File: src/rtl/slr_pkg.sv
// ----------------------------------------------------------------------------
// slr_pkg - shared types and constants of the stepper level regulator
// Item layouts, scaling constants and the exact divide-by-full-scale helper.
// ----------------------------------------------------------------------------
package slr_pkg;

	// Full-scale code of the converters and the spans that samples map onto.
	localparam int unsigned ADC_W        = 12;
	localparam int unsigned ADC_FULL     = 12'hFFF;
	localparam int unsigned LEVEL_SPAN   = 300;
	localparam int unsigned BAND_SPAN    = 40;
	localparam int unsigned BAND_MIN     = 10;
	localparam int unsigned BAND_RESET   = 25;
	localparam int unsigned AVG_SAMPLES_DEF = 4;

	// Field widths of the result item.
	localparam int unsigned LEVEL_W = 9;
	localparam int unsigned BAND_W  = 6;
	localparam int unsigned PHASE_W = 4;
	localparam int unsigned PROD_W  = 21;

	// Stepper phase end points.
	localparam logic [PHASE_W-1:0] PHASE_TOP    = 4'h8;
	localparam logic [PHASE_W-1:0] PHASE_BOTTOM = 4'h1;
	localparam logic [PHASE_W-1:0] PHASE_OFF    = 4'h0;

	// Indicator codes.
	localparam logic [1:0] IND_NONE  = 2'd0;
	localparam logic [1:0] IND_RED   = 2'd1;
	localparam logic [1:0] IND_GREEN = 2'd2;
	localparam logic [1:0] IND_BLUE  = 2'd3;

	// Mode codes.
	localparam logic MODE_TARGET = 1'b0;
	localparam logic MODE_BAND   = 1'b1;

	typedef struct packed {
		logic              button_down;
		logic              setting_valid;
		logic [ADC_W-1:0]  setting_sample;
		logic              level_valid;
		logic [ADC_W-1:0]  level_sample;
	} tick_t;

	typedef struct packed {
		logic               adjust_mode;
		logic [BAND_W-1:0]  band_width;
		logic [LEVEL_W-1:0] target_level;
		logic [LEVEL_W-1:0] average_level;
		logic [1:0]         indicator;
		logic [PHASE_W-1:0] motor_phase;
		logic               control_step;
	} result_t;

	// A tick item after scaling, held in the input stage.
	typedef struct packed {
		logic               button_down;
		logic               setting_valid;
		logic [BAND_W-1:0]  band_new;
		logic [LEVEL_W-1:0] target_new;
		logic               level_valid;
		logic [LEVEL_W-1:0] level_scaled;
	} scaled_t;

	// Exact floor(span * s / 4095) for spans up to a few hundred. The quotient
	// q of x / (4096 - 1) equals (x + (x >> 12) + 1) >> 12 while q stays small.
	function automatic logic [LEVEL_W-1:0] scale_full(input logic [ADC_W-1:0] s,
	                                                 input logic [LEVEL_W-1:0] span);
		logic [PROD_W-1:0] x;
		logic [PROD_W-1:0] t;
		x = PROD_W'(span) * PROD_W'(s);
		t = x + (x >> ADC_W) + PROD_W'(1);
		return t[ADC_W +: LEVEL_W];
	endfunction

endpackage

File: src/rtl/slr_tick_if.sv
// ----------------------------------------------------------------------------
// slr_tick_if - tick item channel
// Valid/ready channel carrying one tick of button and converter inputs.
// ----------------------------------------------------------------------------
interface slr_tick_if
	import slr_pkg::*;
();
	logic  valid;
	logic  ready;
	tick_t data;

	modport source (output valid, output data, input ready);
	modport sink   (input valid, input data, output ready);
endinterface

File: src/rtl/slr_result_if.sv
// ----------------------------------------------------------------------------
// slr_result_if - result item channel
// Valid/ready channel carrying the regulator status after each tick.
// ----------------------------------------------------------------------------
interface slr_result_if
	import slr_pkg::*;
();
	logic    valid;
	logic    ready;
	result_t data;

	modport source (output valid, output data, input ready);
	modport sink   (input valid, input data, output ready);
endinterface

File: src/rtl/stepper_level_regulator_core.sv
// ----------------------------------------------------------------------------
// stepper_level_regulator_core - water level regulator with stepper drive
// Mode button, band and target setting, four-sample level averaging and
// the red/green/blue band decision with one-hot phase stepping.
//
//  Channel  Direction  Contents
//  tick     sink       button, setting sample, level sample (with valids)
//  result   source     mode, band, target, mean, indicator, phase, step flag
//
// One tick item is taken per cycle while the result side does not stall; its
// result is presented from the result register, which follows the input stage.
// The item rate is set by the state update loop.
// Reset: band adjust mode, band 25, target, mean, phase and indicator zero.
// A stalled result register holds the input stage, which then stops taking
// items; no item is dropped or repeated.
// ----------------------------------------------------------------------------
module stepper_level_regulator_core
	import slr_pkg::*;
#(
	parameter int unsigned AVG_SAMPLES = AVG_SAMPLES_DEF
) (
	input  logic        clk,
	input  logic        arst_n,
	slr_tick_if.sink    tick,
	slr_result_if.source result
);

	logic    valid_s1;
	logic    take;
	scaled_t item_s1;

	// Input capture and sample scaling.
	slr_scale u_scale (
		.clk      (clk),
		.arst_n   (arst_n),
		.tick     (tick),
		.take     (take),
		.valid_s1 (valid_s1),
		.item_s1  (item_s1)
	);

	// State, decision and result register.
	slr_control #(
		.AVG_SAMPLES (AVG_SAMPLES)
	) u_control (
		.clk      (clk),
		.arst_n   (arst_n),
		.valid_s1 (valid_s1),
		.item_s1  (item_s1),
		.take     (take),
		.result   (result)
	);

endmodule

File: src/rtl/slr_scale.sv
// ----------------------------------------------------------------------------
// slr_scale - input stage
// Takes tick items, scales both converter samples and holds the result for
// the control stage.
// ----------------------------------------------------------------------------
module slr_scale
	import slr_pkg::*;
(
	input  logic        clk,
	input  logic        arst_n,
	slr_tick_if.sink    tick,
	input  logic        take,
	output logic        valid_s1,
	output scaled_t     item_s1
);

	scaled_t item_d;

	// The stage frees up whenever its item moves on.
	assign tick.ready = !valid_s1 || take;

	// Scaling depends only on the sample, so it is done as the item is taken.
	always_comb begin
		item_d.button_down   = tick.data.button_down;
		item_d.setting_valid = tick.data.setting_valid;
		item_d.band_new      = BAND_W'(scale_full(tick.data.setting_sample,
		                                         LEVEL_W'(BAND_SPAN)) + LEVEL_W'(BAND_MIN));
		item_d.target_new    = scale_full(tick.data.setting_sample, LEVEL_W'(LEVEL_SPAN));
		item_d.level_valid   = tick.data.level_valid;
		item_d.level_scaled  = scale_full(tick.data.level_sample, LEVEL_W'(LEVEL_SPAN));
	end

	// Stage valid flag.
	always_ff @(posedge clk or negedge arst_n) begin
		if (!arst_n) begin
			valid_s1 <= 1'b0;
		end else if (tick.ready) begin
			valid_s1 <= tick.valid;
		end
	end

	// Stage payload.
	always_ff @(posedge clk) begin
		if (tick.valid && tick.ready) begin
			item_s1 <= item_d;
		end
	end

endmodule

File: src/rtl/slr_control.sv
// ----------------------------------------------------------------------------
// slr_control - regulator state and decision
// Updates mode, band, target and the sample group, runs the band decision
// on the last sample of a group and registers the result item.
// ----------------------------------------------------------------------------
module slr_control
	import slr_pkg::*;
#(
	parameter int unsigned AVG_SAMPLES = AVG_SAMPLES_DEF
) (
	input  logic        clk,
	input  logic        arst_n,
	input  logic        valid_s1,
	input  scaled_t     item_s1,
	output logic        take,
	slr_result_if.source result
);

	localparam int unsigned SUM_MAX = LEVEL_SPAN * AVG_SAMPLES;
	localparam int unsigned SUM_W   = $clog2(SUM_MAX + 1);
	localparam int unsigned CNT_W   = $clog2(AVG_SAMPLES);
	// Reciprocal exact for every group sum: 2**DIV_SH exceeds (SUM_MAX+1)*N.
	localparam int unsigned DIV_SH  = $clog2((SUM_MAX + 1) * AVG_SAMPLES) + 1;
	localparam int unsigned RECIP   = ((2 ** DIV_SH) + AVG_SAMPLES - 1) / AVG_SAMPLES;
	localparam int unsigned MUL_W   = SUM_W + DIV_SH;
	localparam int unsigned CMP_W   = LEVEL_W + 1;

	logic               mode_q;
	logic               held_q;
	logic [BAND_W-1:0]  band_q;
	logic [LEVEL_W-1:0] target_q;
	logic [SUM_W-1:0]   sum_q;
	logic [CNT_W-1:0]   cnt_q;
	logic [LEVEL_W-1:0] avg_q;
	logic [PHASE_W-1:0] phase_q;
	logic [1:0]         ind_q;

	logic               mode_d;
	logic [BAND_W-1:0]  band_d;
	logic [LEVEL_W-1:0] target_d;
	logic [SUM_W-1:0]   total;
	logic [MUL_W-1:0]   prod;
	logic [LEVEL_W-1:0] mean;
	logic [CMP_W-1:0]   mean_plus_band;
	logic [CMP_W-1:0]   target_plus_band;
	logic               last;
	logic               decide;
	logic [LEVEL_W-1:0] avg_d;
	logic [PHASE_W-1:0] phase_d;
	logic [1:0]         ind_d;
	logic               out_valid_q;
	result_t            out_q;

	// The item moves on when the result register is free or being emptied.
	assign take = valid_s1 && (!out_valid_q || result.ready);

	// Mode toggles on the press edge; the setting sample then uses the new mode.
	always_comb begin
		mode_d   = (item_s1.button_down && !held_q) ? !mode_q : mode_q;
		band_d   = band_q;
		target_d = target_q;
		if (item_s1.setting_valid) begin
			if (mode_d == MODE_BAND) begin
				band_d = item_s1.band_new;
			end else begin
				target_d = item_s1.target_new;
			end
		end
	end

	// Group sum and its mean by reciprocal multiplication.
	assign total  = sum_q + SUM_W'(item_s1.level_scaled);
	assign prod   = MUL_W'(total) * MUL_W'(RECIP);
	assign mean   = prod[DIV_SH +: LEVEL_W];
	assign last   = (cnt_q == CNT_W'(AVG_SAMPLES - 1));
	assign decide = item_s1.level_valid && last;

	// Band test without signed values: mean < target - band becomes
	// mean + band < target.
	assign mean_plus_band   = CMP_W'(mean) + CMP_W'(band_d);
	assign target_plus_band = CMP_W'(target_d) + CMP_W'(band_d);

	always_comb begin
		avg_d   = avg_q;
		phase_d = phase_q;
		ind_d   = ind_q;
		if (decide) begin
			avg_d = mean;
			if (mean_plus_band < CMP_W'(target_d)) begin
				ind_d = IND_RED;
				if (phase_q == PHASE_OFF || phase_q == PHASE_TOP) begin
					phase_d = PHASE_BOTTOM;
				end else begin
					phase_d = phase_q << 1;
				end
			end else if (CMP_W'(mean) <= target_plus_band) begin
				ind_d   = IND_GREEN;
				phase_d = PHASE_OFF;
			end else begin
				ind_d = IND_BLUE;
				if (phase_q == PHASE_OFF || phase_q == PHASE_BOTTOM) begin
					phase_d = PHASE_TOP;
				end else begin
					phase_d = phase_q >> 1;
				end
			end
		end
	end

	// Regulator state.
	always_ff @(posedge clk or negedge arst_n) begin
		if (!arst_n) begin
			mode_q   <= MODE_BAND;
			held_q   <= 1'b0;
			band_q   <= BAND_W'(BAND_RESET);
			target_q <= '0;
			sum_q    <= '0;
			cnt_q    <= '0;
			avg_q    <= '0;
			phase_q  <= PHASE_OFF;
			ind_q    <= IND_NONE;
		end else if (take) begin
			mode_q   <= mode_d;
			held_q   <= item_s1.button_down;
			band_q   <= band_d;
			target_q <= target_d;
			avg_q    <= avg_d;
			phase_q  <= phase_d;
			ind_q    <= ind_d;
			if (item_s1.level_valid) begin
				if (last) begin
					sum_q <= '0;
					cnt_q <= '0;
				end else begin
					sum_q <= total;
					cnt_q <= cnt_q + CNT_W'(1);
				end
			end
		end
	end

	// Result register valid flag.
	always_ff @(posedge clk or negedge arst_n) begin
		if (!arst_n) begin
			out_valid_q <= 1'b0;
		end else if (take) begin
			out_valid_q <= 1'b1;
		end else if (result.ready) begin
			out_valid_q <= 1'b0;
		end
	end

	// Result register payload: the state after the tick.
	always_ff @(posedge clk) begin
		if (take) begin
			out_q.adjust_mode   <= mode_d;
			out_q.band_width    <= band_d;
			out_q.target_level  <= target_d;
			out_q.average_level <= avg_d;
			out_q.indicator     <= ind_d;
			out_q.motor_phase   <= phase_d;
			out_q.control_step  <= decide;
		end
	end

	assign result.valid = out_valid_q;
	assign result.data  = out_q;

endmodule

File: src/flat_wrapper.sv
// flat-port wrapper written by rule: the top's interface ports become plain ports
module stepper_level_regulator_core_flat import slr_pkg::*;
#(
	parameter int unsigned AVG_SAMPLES = AVG_SAMPLES_DEF
)
  (clk, arst_n, tick_valid, tick_data, tick_ready, result_valid, result_data, result_ready);
  slr_tick_if tick_i ();
  slr_result_if result_i ();
  input  logic clk;
  input  logic arst_n;
  input wire logic [$bits(tick_i.valid)-1:0] tick_valid;
  input wire logic [$bits(tick_i.data)-1:0] tick_data;
  output wire logic [$bits(tick_i.ready)-1:0] tick_ready;
  output wire logic [$bits(result_i.valid)-1:0] result_valid;
  output wire logic [$bits(result_i.data)-1:0] result_data;
  input wire logic [$bits(result_i.ready)-1:0] result_ready;
  assign tick_i.valid = tick_valid;
  assign tick_i.data = tick_data;
  assign tick_ready = tick_i.ready;
  assign result_valid = result_i.valid;
  assign result_data = result_i.data;
  assign result_i.ready = result_ready;
  stepper_level_regulator_core #(.AVG_SAMPLES(AVG_SAMPLES)) u_core (.clk(clk), .arst_n(arst_n), .tick(tick_i), .result(result_i));
endmodule
File: config.mk
export PLATFORM = sky130hd
export DESIGN_NAME = stepper_level_regulator_core_flat
export DESIGN_NICKNAME = d
export VERILOG_FILES = /design/src/rtl/slr_pkg.sv /design/src/rtl/slr_tick_if.sv /design/src/rtl/slr_result_if.sv /design/src/rtl/stepper_level_regulator_core.sv /design/src/rtl/slr_scale.sv /design/src/rtl/slr_control.sv /design/src/flat_wrapper.sv
export SDC_FILE = /design/constraint.sdc
export NUM_CORES = 1
export LEC_CHECK = 0
export BUFFER_PORTS_ARGS = -buffer_cell sky130_fd_sc_hd__buf_2
export CAP_MARGIN = 25
export CORE_MARGIN = 3
export CORE_UTILIZATION = 50
export DETAILED_ROUTE_END_ITERATION = 12
export PLACE_DENSITY = 0.71
export SYNTH_ARGS = -nofsm -noshare
export SYNTH_HDL_FRONTEND = slang
export SYNTH_SLANG_ARGS = --single-unit
export TNS_END_PERCENT = 50
File: constraint.sdc
create_clock -name clk -period 8.81 [get_ports clk]
set_clock_uncertainty 0.2 [all_clocks]
set_input_delay 1.3215 -clock clk [delete_from_list [all_inputs] [get_ports clk]]
set_output_delay 1.3215 -clock clk [all_outputs]
set_load 0.005 [all_outputs]
==> flow_summary.ini <==
[power]
p_per_area_nw_per_um2 = 372
leakage_nw = 5.42
vdd_drop_max_uv = 197

[yosys]
synth_warnings = 0
netlist_instances = 1069
synthXorXnorAreaFrac_pct = 6.46
seq_area_frac_synth_pct = 28.5
synth_top_family_by_area = adder cells
syn_area_per_cell_um2 = 9.69
synth_mux_area_share_pct = 2.56
ys_async_sr_fraction_pct = 44.3
synth-simple-area-share_pct = 15.0
syn_nets = 1295
synth-edff-count = 59
synthAdderAreaFrac_pct = 26.1
synth.ff_latch_count = 106
synthDistinctLibCells = 96
netlist_area_um2 = 10400
synthFlopType = edfxtp_1
synth_compound_area_share_pct = 16.4

[setup_path]
cp_top_family = adder cells
ff2ff_path_depth = 20
setup.worst_path.start_class = primary input
rrSetupSlack_ns = 3.30
rr_startpoint = u_core.u_scale.item_s1[26]
slowest_stage = fa_1
slowest_delay_ns = 0.52
cp_cell_sequence = buf_2 > ha_1 > ha_1 > fa_1 > inv_1 > fa_1 > inv_1 > ha_1 > a21o_1 > a31o_2 > a21oi_1 > nand2_1 > a21o_1 > a21oi_2 > o211ai_1 > a31o_2 > ha_1 > a21oi_1 > inv_1 > a211oi_2 > nor2_1 > xor2_1
cp.arrival_ns = 6.50
endpoint_kind = flop
cp_common_cell = ha_1
r2r_end = u_core.u_control.phase_q[1]
crit_type = primary input to flop
critPathRequiredTime_ns = 8.70
cp_max_fo = 7
crit_buf_inv = 4

[drt]
vias_per_cell = 5.48
first_pass_iters = 5
routed_wl_um = 20200
wl_per_cell_um = 14.3
drtIter0Drc = 366
drc_errors = 0
vias = 7715
ant_nets = 0

[run_status]
status = complete, no violations

[min_path]
hold_path_startpoint = u_core.u_control.band_q[4]
min_path_cells = 2
hold-path-endpoint = u_core.u_control.band_q[4]
min_path_type = flop to flop

[global_routing]
antenna_found_initial = 0
grt_use_total_pct = 18.7
grt_pass1_wl_um = 34800
gr-total-overflow = 0
grt_pass1_vias = 7403
grt_max_degree = 50

[timing]
tightest_slew_ns = 0.773
fin_setup_tns_ns = 0
min_period_over_period_pct = 75.1
rsz0062_at_grt = no
final-setup-viol-count = 0
slew_viol_final = 0
final_hold_viol_count = 0
post-route-min-period_ns = 6.62
fmax_mhz = 151
slew_headroom_pct = 48.1

[floorplan]
die_x_um = 150
design.core.area_um2 = 20300
die_area_um2 = 22500
die_h_um = 150
placementRows = 52
initial_core_util_pct = 51.0
num_io_pins = 65

[clock_tree]
cts_post_setup_buffers_inserted = 0
cts.sinks = 106
tritoncts = done
cts_buffer_depth = 2
holdBufCountCts = 0
htreeDepth = 3
cts_made_buffers = 9
cts_root_buf = clkbuf_16
clk_pin_slew_ns = 0.07
cts_resized = 0
clkLatencyLatePin_ns = 0.36

[placement]
dp_hpwl_um = 16200
place_inst = 1393
gp_congestion = 0.836
io_buffer_count = 64

[layout]
syn2layout_area_growth_pct = 8.72
fin_cells = 1409
antennaDiodeCount = 0
drive_gt1_share_pct = 12.5
nets = 1360

[flow_run]
maxCapViolCount = 0
layout make-up:
type / count / area (um^2)
clock buffers: 9 / 225
clock inverters: 7 / 57.6
fillers: 1835 / 9040
inverters: 118 / 444
multi-input cells: 831 / 6890
flip-flops and latches: 106 / 2950
well taps: 270 / 338
repair buffers: 68 / 350
worst reg2reg max path: cells and delay by family, from the launching register on:
| kind | cells | cell delay [ns] |
|---|---|---|
| AO/OA/AOI/OAI | 9 | 2.25 |
| multiplexers | 1 | 0.54 |
| XOR/XNOR | 2 | 0.51 |
| flip-flops | 1 | 0.37 |
| adder cells (fa/ha/maj) | 2 | 0.54 |
| AND/OR/NAND/NOR | 4 | 0.64 |
| buffers and inverters | 2 | 0.35 |
power breakdown:
part | switching, mW | internal (mW)
logic | 1.70 | 1.26
registers | 0.0830 | 0.765
clock network | 0.186 | 0.196
synth_stat cells (8+ instances only):
master | number | area share [%]
nand3b_1 | 8 | 0.58
nor2b_1 | 13 | 0.79
o211ai_1 | 8 | 0.58
or3_1 | 10 | 0.60
xor2_1 | 20 | 1.7
fa_1 | 34 | 6.6
nand4_1 | 10 | 0.60
and2_1 | 8 | 0.48
edfxtp_1 | 59 | 17
nand2_1 | 117 | 4.2
nand2b_1 | 10 | 0.60
nand3_1 | 19 | 0.92
ha_1 | 161 | 19
o21ai_0 | 44 | 2.1
inv_1 | 116 | 4.2
mux2i_1 | 16 | 1.5
xnor2_1 | 49 | 4.1
o21a_1 | 13 | 0.94
mux2_2 | 8 | 0.87
nor3_1 | 18 | 0.87
dfrtp_1 | 43 | 10
a211oi_1 | 8 | 0.58
nor2_1 | 42 | 1.5
a21oi_1 | 48 | 2.3
a21o_1 | 24 | 1.7
and3_1 | 13 | 0.79
flip-flops by register name, indices dropped and copies added, names as in the netlist, 2 cells and up:
signal,flops
u_core.u_scale.item_s1,27
u_core.u_control.result.data,32
u_core.u_control.target_q,9
u_core.u_control.cnt_q,2
u_core.u_control.avg_q,9
u_core.u_control.ind_q,2
u_core.u_control.phase_q,4
u_core.u_control.sum_q,11
u_core.u_control.band_q,6
worst max path at each step:
stage                  start                          to  slack (ns)  cells after the start
2_1_floorplan  tick_data[20]  u_core.u_scale.item_s1[16]        2.40                     21
3_3_place_gp    tick_data[4]   u_core.u_scale.item_s1[7]        1.93                     20
3_5_place_dp   tick_data[20]  u_core.u_scale.item_s1[12]        1.84                     22
4_1_cts        tick_data[20]  u_core.u_scale.item_s1[12]        2.20                     22
5_1_grt        tick_data[20]  u_core.u_scale.item_s1[16]        1.86                     22
6_report       tick_data[20]  u_core.u_scale.item_s1[12]        2.19                     22
through the flow:
| step | setup WS, ns | power (mW) | instance area (um^2) | util [%] | hold WS [ns] |
|---|---|---|---|---|---|
| floorplan | 2.40 | 3.16 | 10400 | - | 0.232 |
| finish | 2.19 | 4.19 | 11300 | 55.5 | 0.258 |
| global placement | 1.93 | 3.71 | 11000 | 54.1 | 0.237 |
| CTS | 2.20 | 4.20 | 11300 | 55.5 | 0.261 |
| global route | 1.86 | 4.69 | 11300 | 55.5 | 0.276 |
| detailed placement | 1.84 | 3.79 | 11000 | 54.1 | 0.249 |
cell families after synthesis:
kind of cell | after synthesis
simple gates | 304
compound gates | 233
fa+ha+maj | 196
buf+inv | 132
flops | 106
xor+xnor | 73
mux | 25
layout by cell type, fill, tap and decap left out, types with 20 or more instances in the layout:
| cell | count |
|---|---|
| nand2_1 | 117 |
| inv_1 | 116 |
| xnor2_1 | 49 |
| nor2_1 | 42 |
| o21ai_0 | 44 |
| xor2_1 | 20 |
| ha_1 | 161 |
| buf_2 | 64 |
| edfxtp_1 | 59 |
| dfrtp_1 | 43 |
| fa_1 | 34 |
| a21oi_1 | 48 |
| a21o_1 | 24 |
metal layers:
metal	GRT usage [%]	vias up	wire length [um]
li1	-	3962	-
met1	26.9	3603	10000
met2	30.5	136	9230
met3	1.15	14	679
met4	5.22	0	210
met5	0	-	0
(Power assumes the default switching activity.)
